**src/rtl/kslp_pkg.sv**
```systemverilog
// ----------------------------------------------------------------------------
// kslp_pkg
// Shared types and codes for the key_share list parser.
// ----------------------------------------------------------------------------
`default_nettype none

package kslp_pkg;

	localparam logic [1:0] KIND_KEY  = 2'd0;
	localparam logic [1:0] KIND_DONE = 2'd1;
	localparam logic [1:0] KIND_ERR  = 2'd2;

	localparam logic [1:0] ERR_LIST_LONG  = 2'd0;
	localparam logic [1:0] ERR_HDR_TRUNC  = 2'd1;
	localparam logic [1:0] ERR_KEY_OVERRUN = 2'd2;
	localparam logic [1:0] ERR_KEY_EMPTY  = 2'd3;

	// data holds the group for a key byte, the count for done, the code for an error
	typedef struct packed {
		logic [1:0]  kind;
		logic [15:0] data;
		logic [7:0]  kbyte;
		logic        last;
	} kslp_rec_t;

	typedef struct packed {
		logic full;
		logic empty;
	} kslp_q_stat_t;

endpackage

`default_nettype wire

```
**src/rtl/kslp_front.sv**
```systemverilog
// ----------------------------------------------------------------------------
// kslp_front
// Byte parser: walks the list header and entries, emits one result record
// per accepted byte where the body calls for one.
// ----------------------------------------------------------------------------
`default_nettype none

module kslp_front (
	input  wire                     clk,
	input  wire                     arst_n,
	input  wire                     accept,
	input  wire [7:0]               body_byte,
	input  wire                     start_req,
	input  wire [15:0]              ext_len,
	output logic                    rec_push,
	output kslp_pkg::kslp_rec_t     rec
);

	typedef enum logic [7:0] {
		PH_IDLE    = 8'b0000_0001,
		PH_LEN_LO  = 8'b0000_0010,
		PH_GRP_HI  = 8'b0000_0100,
		PH_GRP_LO  = 8'b0000_1000,
		PH_KLEN_HI = 8'b0001_0000,
		PH_KLEN_LO = 8'b0010_0000,
		PH_KEY     = 8'b0100_0000,
		PH_DONE    = 8'b1000_0000
	} phase_t;

	phase_t      phase_q, phase_d;
	logic [15:0] list_q, list_d;
	logic [7:0]  held_q, held_d;
	logic [15:0] grp_q, grp_d;
	logic [15:0] key_q, key_d;
	logic [13:0] ent_q, ent_d;
	logic [15:0] word;
	logic [15:0] list_m1;

	assign word    = {held_q, body_byte};
	assign list_m1 = list_q - 16'd1;

	always_comb begin
		phase_d  = phase_q;
		list_d   = list_q;
		held_d   = held_q;
		grp_d    = grp_q;
		key_d    = key_q;
		ent_d    = ent_q;
		rec_push = 1'b0;
		rec      = '0;
		if (accept) begin
			// flush a pending done ahead of whatever this byte does
			if (phase_q == PH_DONE) begin
				rec_push  = 1'b1;
				rec.kind  = kslp_pkg::KIND_DONE;
				rec.data  = {2'b00, ent_q};
				phase_d   = PH_IDLE;
			end
			if (start_req) begin
				held_d  = body_byte;
				list_d  = ext_len;
				grp_d   = '0;
				key_d   = '0;
				ent_d   = '0;
				phase_d = PH_LEN_LO;
			end else begin
				unique case (phase_q)
					PH_LEN_LO: begin
						if (list_q < 16'd2 || word > (list_q - 16'd2)) begin
							rec_push = 1'b1;
							rec.kind = kslp_pkg::KIND_ERR;
							rec.data = {14'd0, kslp_pkg::ERR_LIST_LONG};
							phase_d  = PH_IDLE;
						end else if (word == 16'd0) begin
							rec_push = 1'b1;
							rec.kind = kslp_pkg::KIND_DONE;
							list_d   = word;
							phase_d  = PH_IDLE;
						end else begin
							list_d  = word;
							phase_d = PH_GRP_HI;
						end
					end
					PH_GRP_HI: begin
						if (list_q < 16'd4) begin
							rec_push = 1'b1;
							rec.kind = kslp_pkg::KIND_ERR;
							rec.data = {14'd0, kslp_pkg::ERR_HDR_TRUNC};
							phase_d  = PH_IDLE;
						end else begin
							held_d  = body_byte;
							list_d  = list_m1;
							phase_d = PH_GRP_LO;
						end
					end
					PH_GRP_LO: begin
						grp_d   = word;
						list_d  = list_m1;
						phase_d = PH_KLEN_HI;
					end
					PH_KLEN_HI: begin
						held_d  = body_byte;
						list_d  = list_m1;
						phase_d = PH_KLEN_LO;
					end
					PH_KLEN_LO: begin
						list_d = list_m1;
						if (word == 16'd0) begin
							rec_push = 1'b1;
							rec.kind = kslp_pkg::KIND_ERR;
							rec.data = {14'd0, kslp_pkg::ERR_KEY_EMPTY};
							phase_d  = PH_IDLE;
						end else if (word > list_m1) begin
							rec_push = 1'b1;
							rec.kind = kslp_pkg::KIND_ERR;
							rec.data = {14'd0, kslp_pkg::ERR_KEY_OVERRUN};
							phase_d  = PH_IDLE;
						end else begin
							key_d   = word;
							phase_d = PH_KEY;
						end
					end
					PH_KEY: begin
						list_d    = list_m1;
						key_d     = key_q - 16'd1;
						rec_push  = 1'b1;
						rec.kind  = kslp_pkg::KIND_KEY;
						rec.data  = grp_q;
						rec.kbyte = body_byte;
						rec.last  = (key_q == 16'd1);
						if (key_q == 16'd1) begin
							ent_d   = ent_q + 14'd1;
							phase_d = (list_q == 16'd1) ? PH_DONE : PH_GRP_HI;
						end
					end
					PH_IDLE, PH_DONE: begin
					end
					default: begin
						phase_d = PH_IDLE;
					end
				endcase
			end
		end
	end

	always_ff @(posedge clk or negedge arst_n) begin
		if (!arst_n) begin
			phase_q <= PH_IDLE;
			list_q  <= '0;
			held_q  <= '0;
			grp_q   <= '0;
			key_q   <= '0;
			ent_q   <= '0;
		end else begin
			phase_q <= phase_d;
			list_q  <= list_d;
			held_q  <= held_d;
			grp_q   <= grp_d;
			key_q   <= key_d;
			ent_q   <= ent_d;
		end
	end

endmodule

`default_nettype wire

```
**src/rtl/kslp_fifo.sv**
```systemverilog
// ----------------------------------------------------------------------------
// kslp_fifo
// Short result queue between the parser and the output stage.
// ----------------------------------------------------------------------------
`default_nettype none

module kslp_fifo #(
	parameter int DEPTH = 4
) (
	input  wire                     clk,
	input  wire                     arst_n,
	input  wire                     push,
	input  kslp_pkg::kslp_rec_t     wdata,
	input  wire                     pop,
	output kslp_pkg::kslp_rec_t     rdata,
	output kslp_pkg::kslp_q_stat_t  stat
);

	localparam int AW = (DEPTH > 1) ? $clog2(DEPTH) : 1;
	localparam int CW = $clog2(DEPTH + 1);

	kslp_pkg::kslp_rec_t mem_q [DEPTH];
	logic [AW-1:0] wr_ptr_q;
	logic [AW-1:0] rd_ptr_q;
	logic [CW-1:0] cnt_q;
	logic          do_push;
	logic          do_pop;

	assign stat.full  = (cnt_q == CW'(DEPTH));
	assign stat.empty = (cnt_q == '0);
	assign do_push    = push && !stat.full;
	assign do_pop     = pop && !stat.empty;
	assign rdata      = mem_q[rd_ptr_q];

	always_ff @(posedge clk) begin
		if (do_push) begin
			mem_q[wr_ptr_q] <= wdata;
		end
	end

	always_ff @(posedge clk or negedge arst_n) begin
		if (!arst_n) begin
			wr_ptr_q <= '0;
			rd_ptr_q <= '0;
			cnt_q    <= '0;
		end else begin
			if (do_push) begin
				wr_ptr_q <= (wr_ptr_q == AW'(DEPTH - 1)) ? '0 : wr_ptr_q + 1'b1;
			end
			if (do_pop) begin
				rd_ptr_q <= (rd_ptr_q == AW'(DEPTH - 1)) ? '0 : rd_ptr_q + 1'b1;
			end
			if (do_push && !do_pop) begin
				cnt_q <= cnt_q + 1'b1;
			end else if (do_pop && !do_push) begin
				cnt_q <= cnt_q - 1'b1;
			end
		end
	end

endmodule

`default_nettype wire

```
**src/rtl/kslp_back.sv**
```systemverilog
// ----------------------------------------------------------------------------
// kslp_back
// Output stage: takes records from the queue and presents them as results.
// ----------------------------------------------------------------------------
`default_nettype none

module kslp_back (
	input  wire                     clk,
	input  wire                     arst_n,
	input  kslp_pkg::kslp_rec_t     rec,
	input  wire                     rec_avail,
	output logic                    rec_take,
	input  wire                     pop,
	output logic                    empty,
	output logic [1:0]              kind,
	output logic [15:0]             group_id,
	output logic [7:0]              key_byte,
	output logic                    key_last,
	output logic [13:0]             entry_count,
	output logic [1:0]              error_code
);

	logic                valid_q;
	kslp_pkg::kslp_rec_t rec_q;

	assign empty    = !valid_q;
	assign rec_take = rec_avail && (!valid_q || pop);

	always_ff @(posedge clk or negedge arst_n) begin
		if (!arst_n) begin
			valid_q <= 1'b0;
		end else if (rec_take) begin
			valid_q <= 1'b1;
		end else if (pop) begin
			valid_q <= 1'b0;
		end
	end

	always_ff @(posedge clk) begin
		if (rec_take) begin
			rec_q <= rec;
		end
	end

	always_comb begin
		kind        = rec_q.kind;
		group_id    = '0;
		key_byte    = '0;
		key_last    = 1'b0;
		entry_count = '0;
		error_code  = '0;
		unique case (rec_q.kind)
			kslp_pkg::KIND_KEY: begin
				group_id = rec_q.data;
				key_byte = rec_q.kbyte;
				key_last = rec_q.last;
			end
			kslp_pkg::KIND_DONE: begin
				entry_count = rec_q.data[13:0];
			end
			kslp_pkg::KIND_ERR: begin
				error_code = rec_q.data[1:0];
			end
			default: begin
			end
		endcase
	end

endmodule

`default_nettype wire

```
**src/rtl/key_share_list_parser_core.sv**
```systemverilog
// ----------------------------------------------------------------------------
// key_share_list_parser_core
// Byte-serial parser for a key_share extension body, with a result queue.
//
//   channel   | direction | handshake          | payload
//   ----------+-----------+--------------------+-------------------------------
//   body in   | input     | push / full        | body_byte, start_req, ext_len
//   result    | output    | empty / pop        | kind, group_id, key_byte,
//             |           |                    | key_last, entry_count,
//             |           |                    | error_code
//
// One byte per cycle is taken while full is low; each byte is parsed in the
// cycle it is taken. A result record from the parser passes through the queue
// and then the output register before it reaches the ports.
// full rises only when the FIFO_DEPTH-entry queue fills under a stalled pop.
// Reset empties the queue and returns the parser to idle.
// ----------------------------------------------------------------------------
`default_nettype none

module key_share_list_parser_core #(
	parameter int FIFO_DEPTH = 4
) (
	input  wire         clk,
	input  wire         arst_n,
	input  wire         push,
	output logic        full,
	input  wire  [7:0]  body_byte,
	input  wire         start_req,
	input  wire  [15:0] ext_len,
	output logic        empty,
	input  wire         pop,
	output logic [1:0]  kind,
	output logic [15:0] group_id,
	output logic [7:0]  key_byte,
	output logic        key_last,
	output logic [13:0] entry_count,
	output logic [1:0]  error_code
);

	logic                   accept;
	logic                   rec_push;
	kslp_pkg::kslp_rec_t    rec_in;
	kslp_pkg::kslp_rec_t    rec_out;
	kslp_pkg::kslp_q_stat_t q_stat;
	logic                   rec_take;

	assign full   = q_stat.full;
	assign accept = push && !q_stat.full;

	kslp_front u_front (
		.clk       (clk),
		.arst_n    (arst_n),
		.accept    (accept),
		.body_byte (body_byte),
		.start_req (start_req),
		.ext_len   (ext_len),
		.rec_push  (rec_push),
		.rec       (rec_in)
	);

	kslp_fifo #(
		.DEPTH (FIFO_DEPTH)
	) u_fifo (
		.clk    (clk),
		.arst_n (arst_n),
		.push   (rec_push),
		.wdata  (rec_in),
		.pop    (rec_take),
		.rdata  (rec_out),
		.stat   (q_stat)
	);

	kslp_back u_back (
		.clk         (clk),
		.arst_n      (arst_n),
		.rec         (rec_out),
		.rec_avail   (!q_stat.empty),
		.rec_take    (rec_take),
		.pop         (pop),
		.empty       (empty),
		.kind        (kind),
		.group_id    (group_id),
		.key_byte    (key_byte),
		.key_last    (key_last),
		.entry_count (entry_count),
		.error_code  (error_code)
	);

	a_no_push_when_full: assert property (@(posedge clk) disable iff (!arst_n)
		rec_push |-> !q_stat.full)
		else $error("result record pushed into a full queue");

	a_out_refill: assert property (@(posedge clk) disable iff (!arst_n)
		(!q_stat.empty && empty) |=> !empty)
		else $error("output stage idle while queue holds a record");

	a_kind_legal: assert property (@(posedge clk) disable iff (!arst_n)
		!empty |-> (kind == kslp_pkg::KIND_KEY || kind == kslp_pkg::KIND_DONE ||
			kind == kslp_pkg::KIND_ERR))
		else $error("result with unknown kind");

	a_nonkey_clean: assert property (@(posedge clk) disable iff (!arst_n)
		(!empty && kind != kslp_pkg::KIND_KEY) |->
			(group_id == 16'd0 && key_byte == 8'd0 && !key_last))
		else $error("key fields set on a non-key result");

endmodule

`default_nettype wire

```
**config.mk**
```make
export PLATFORM = sky130hd
export DESIGN_NAME = key_share_list_parser_core
export DESIGN_NICKNAME = d
export VERILOG_FILES = /design/src/rtl/kslp_pkg.sv /design/src/rtl/kslp_front.sv /design/src/rtl/kslp_fifo.sv /design/src/rtl/kslp_back.sv /design/src/rtl/key_share_list_parser_core.sv
export SDC_FILE = /design/constraint.sdc
export NUM_CORES = 1
export LEC_CHECK = 0
export ABC_AREA = 1
export BUFFER_PORTS_ARGS = -buffer_cell sky130_fd_sc_hd__buf_2
export CORE_MARGIN = 4
export CORE_UTILIZATION = 55
export CTS_BUF_LIST = sky130_fd_sc_hd__clkbuf_8 sky130_fd_sc_hd__clkbuf_16
export DETAILED_ROUTE_END_ITERATION = 10
export GPL_TIMING_DRIVEN = 0
export PLACE_DENSITY = 0.82
export SYNTH_ARGS = -nofsm -noshare
export SYNTH_HDL_FRONTEND = slang
export SYNTH_SLANG_ARGS = --single-unit
```
**constraint.sdc**
```tcl
create_clock -name clk -period 3.95 [get_ports clk]
set_clock_uncertainty 0.1 [all_clocks]
set_input_delay 0.79 -clock clk [delete_from_list [all_inputs] [get_ports clk]]
set_output_delay 0.79 -clock clk [all_outputs]
set_load 0.02 [all_outputs]
```
==> flow_metrics.tcl <==
set metrics [dict create \
    place_hpwl_um 21000 \
    io_buffer_count 72 \
    arrival_ps 3990 \
    drcViolationCount 0 \
    placement_rows 52 \
    outcome "complete, no violations" \
    grt_first_pass_wirelength_um 47700 \
    coreArea_sq_um 20500 \
    post-route-cell-area_sq_um 13600 \
    placed_area_sq_um 12400 \
    reg2reg_slack_ps 9 \
    slowest_stage "nor2_4" \
    grt_busiest_layer "met2" \
    yosys.cell_types.count 45 \
    p_leak_nw 6.01 \
    power.density_nw_per_um2 709 \
    syn_area_per_cell_sq_um 9.00 \
    grt_max_degree 47 \
    start_util 0.567 \
    final_cell_count_no_fill 1699 \
    via_per_inst 5.75 \
    drive_above_1_share 0.170 \
    path_cells "inv_2, buf_12, ha_4, nand2_2, nor2_2, nand2_1, xor2_1, inv_1, ha_1, nand2_1, nor3_2, nand2_1, nand2_2, nand2_2, nand2_2, nand2_2, nand3_4, nand2_8, nor2_4" \
    syn-cell-area_sq_um 11600 \
    critPathLaunchType "flop" \
    hold_class "in -> async" \
    hold_violations 0 \
    place_inst 1635 \
    track_usage 0.247 \
    synth-seq-cells 221 \
    cts_hold_buf 0 \
    required_ps 4000 \
    rsz0062_at_grt "yes" \
    die-area_sq_um 23500 \
    syn2layout_area_growth_pct 17.4 \
    drv_slew 0 \
    cts.sinks 221 \
    synth_area_leaders "edfxtp_1 (35%), dfrtp_1 (18%), nand2_1 (8.1%), nor2_1 (6.0%), o21ai_0 (5.8%)" \
    final_nets 1486 \
    grt_pass1_vias 9674 \
    max_freq_ghz 0.254 \
    yosys.area.top_type_share 0.349 \
    path_max_fanout 27 \
    synth_ff_type "edfxtp_1" \
    h-tree-depth 1 \
    synth_async_sr_flop_share 0.389 \
    gp_congestion 0.962 \
    synth_nets 1365 \
    synth-edff-count 135 \
    insertion_delay_ps 530 \
    cts-root-buf "clkbuf_16" \
    yosysTopAreaCell "edfxtp_1" \
    area.sequential_sq_um 6210 \
    layout_common_cells "nand2_1 (238), nor2_1 (168), inv_1 (137)" \
    grt_use_met2 0.441 \
    cts_buffers 23 \
    fillCellCount 1554 \
    layout_commonest_cell "nand2_1" \
    multi_input_area_sq_um 4920 \
    worstMarginPinSlew_ps 901 \
    ant_nets 0 \
    wirelength_um 30200 \
    endpoint_kind "flop" \
    cts_tree "built" \
    synth_warnings 0 \
    antenna_found_initial 0 \
    drt_iter0_drc 916 \
    crit_top_cell "nand2_2" \
    fin_crit_sh 0.998 \
    ys_seq_area_frac 0.534 \
    synth_cells 1291 \
    report.final.setup_viol 0 \
    cts_max_path_buffers 3 \
    ios 74 \
    die_h_um 153 \
    relSlewSlack 0.398 \
    clk_pin_slew_ps 60 \
    vdd_drop_max_v 0.000481 \
    path_class "reg -> reg" \
    first_pass_iters 6 \
    diodes 0 \
    cp_slowest_stage_delay_ps 720 \
    fin_crit_ps 3940 \
    via_count 9775 \
    maxCapViolations 0 \
    use_met3 0.0393 \
    dieWidth_um 153 \
    gr-usage-met1 0.300 \
    grt-ovfl-total 0 \
    wl_per_cell_um 17.8 \
]
-- registers in the layout, indices dropped and copies added (netlist names) --
name / count
u_front.list_q: 16
u_front.key_q: 16
u_fifo.rd_ptr_q: 2
u_back.rec_q: 25
u_front.held_q: 8
u_back.valid_q: 1
u_back.kind: 2
u_front.grp_q: 16
u_fifo.wr_ptr_q: 2
u_front.phase_q: 8
u_fifo.cnt_q: 3
u_fifo.mem_q: 108
u_front.ent_q: 14
-- routing by layer --
metal,part of all wire,up-vias
li1,-,4595
met1,0.38,4576
met2,0.50,467
met3,0.073,137
met4,0.048,0
met5,0,-
-- cell type report --
cell class	instances	area share
buffer	50	0.0171
sequential	221	0.455
clock buffer	25	0.0442
multi-input combinational	876	0.361
timing repair buffer	96	0.0434
clock inverter	17	0.0143
tap	270	0.0248
inverter	144	0.0403
-- stage by stage --
step	total power, mW	setup TNS, ps	hold slack, ps	worst slack (ps)	util
final	9.67	0	167	9.32	0.666
after global routing	10.3	-15800	200	-196	0.666
after CTS	9.34	0	183	9.70	0.653
after detailed placement	6.93	-55470	369	-644	0.606
after global placement	6.74	-168570	365	-1580	0.601
after floorplan	5.84	-19040	352	-176	-
-- synthesized netlist by cell type, drive strengths merged (2+ instances only) --
cell and n:
ha 44, o31ai 16, nor3 12, buf 19
o32ai 4, or2 5, xor2 21, nor2 193
edfxtp 135, nand2 256, nand4 16, o211ai 11
a21o 2, clkinv 2, inv 142, nor4 3
o22ai 33, xnor2 13, nand3 52, o21ai 158
a21oi 28, clkbuf 31, dfrtp 85, a31oi 3
-- path summary, 6_finish.rpt --
check                                 endpoint  depth (start not counted)         startpoint
setup / recovery           u_fifo.mem_q[3][14]                         19  u_front.list_q[1]
hold / removal               u_front.list_q[7]                          1             arst_n
setup reg to reg           u_fifo.mem_q[3][14]                         19  u_front.list_q[1]
hold reg to reg               u_front.grp_q[8]                          2   u_front.grp_q[8]
max in group asynchronous   u_front.phase_q[0]                          2             arst_n
min in group clk                u_back.valid_q                          2                pop
-- what timing repair did --
action / 4_1_cts / 5_1_grt
cloned: 0 / 0
buffers inserted: 11 / 11
setup endpoints to repair: 120 / 120
gates resized for setup: 21 / 48
pin swaps: 5 / 20
-- power breakdown --
group	switching (mW)	leakage [nW]	internal [mW]	total [mW]
sequential	0.381	2.47	2.96	3.34
clock	0.911	0.421	1.37	2.28
combinational	2.61	3.12	1.45	4.06
-- critical path: cells and delay by family, from the launching register on --
family / cells / cell delay, ps
simple gates: 13 / 2080
fa+ha+maj: 2 / 420
flops: 1 / 410
buf+inv: 3 / 350
xor+xnor: 1 / 180
-- kinds of logic after synthesis --
kind of cell               count (synthesis)  synth area share
AOI/OAI and AO/OA                        258             0.128
xor gates and xnor gates                  34            0.0256
adders and majority gates                 45            0.0491
buffers and inverters                    194            0.0667
DFF                                      221             0.534
and+or+nand+nor                          539             0.196
No activity file was read; power rests on OpenSTA's default activity.
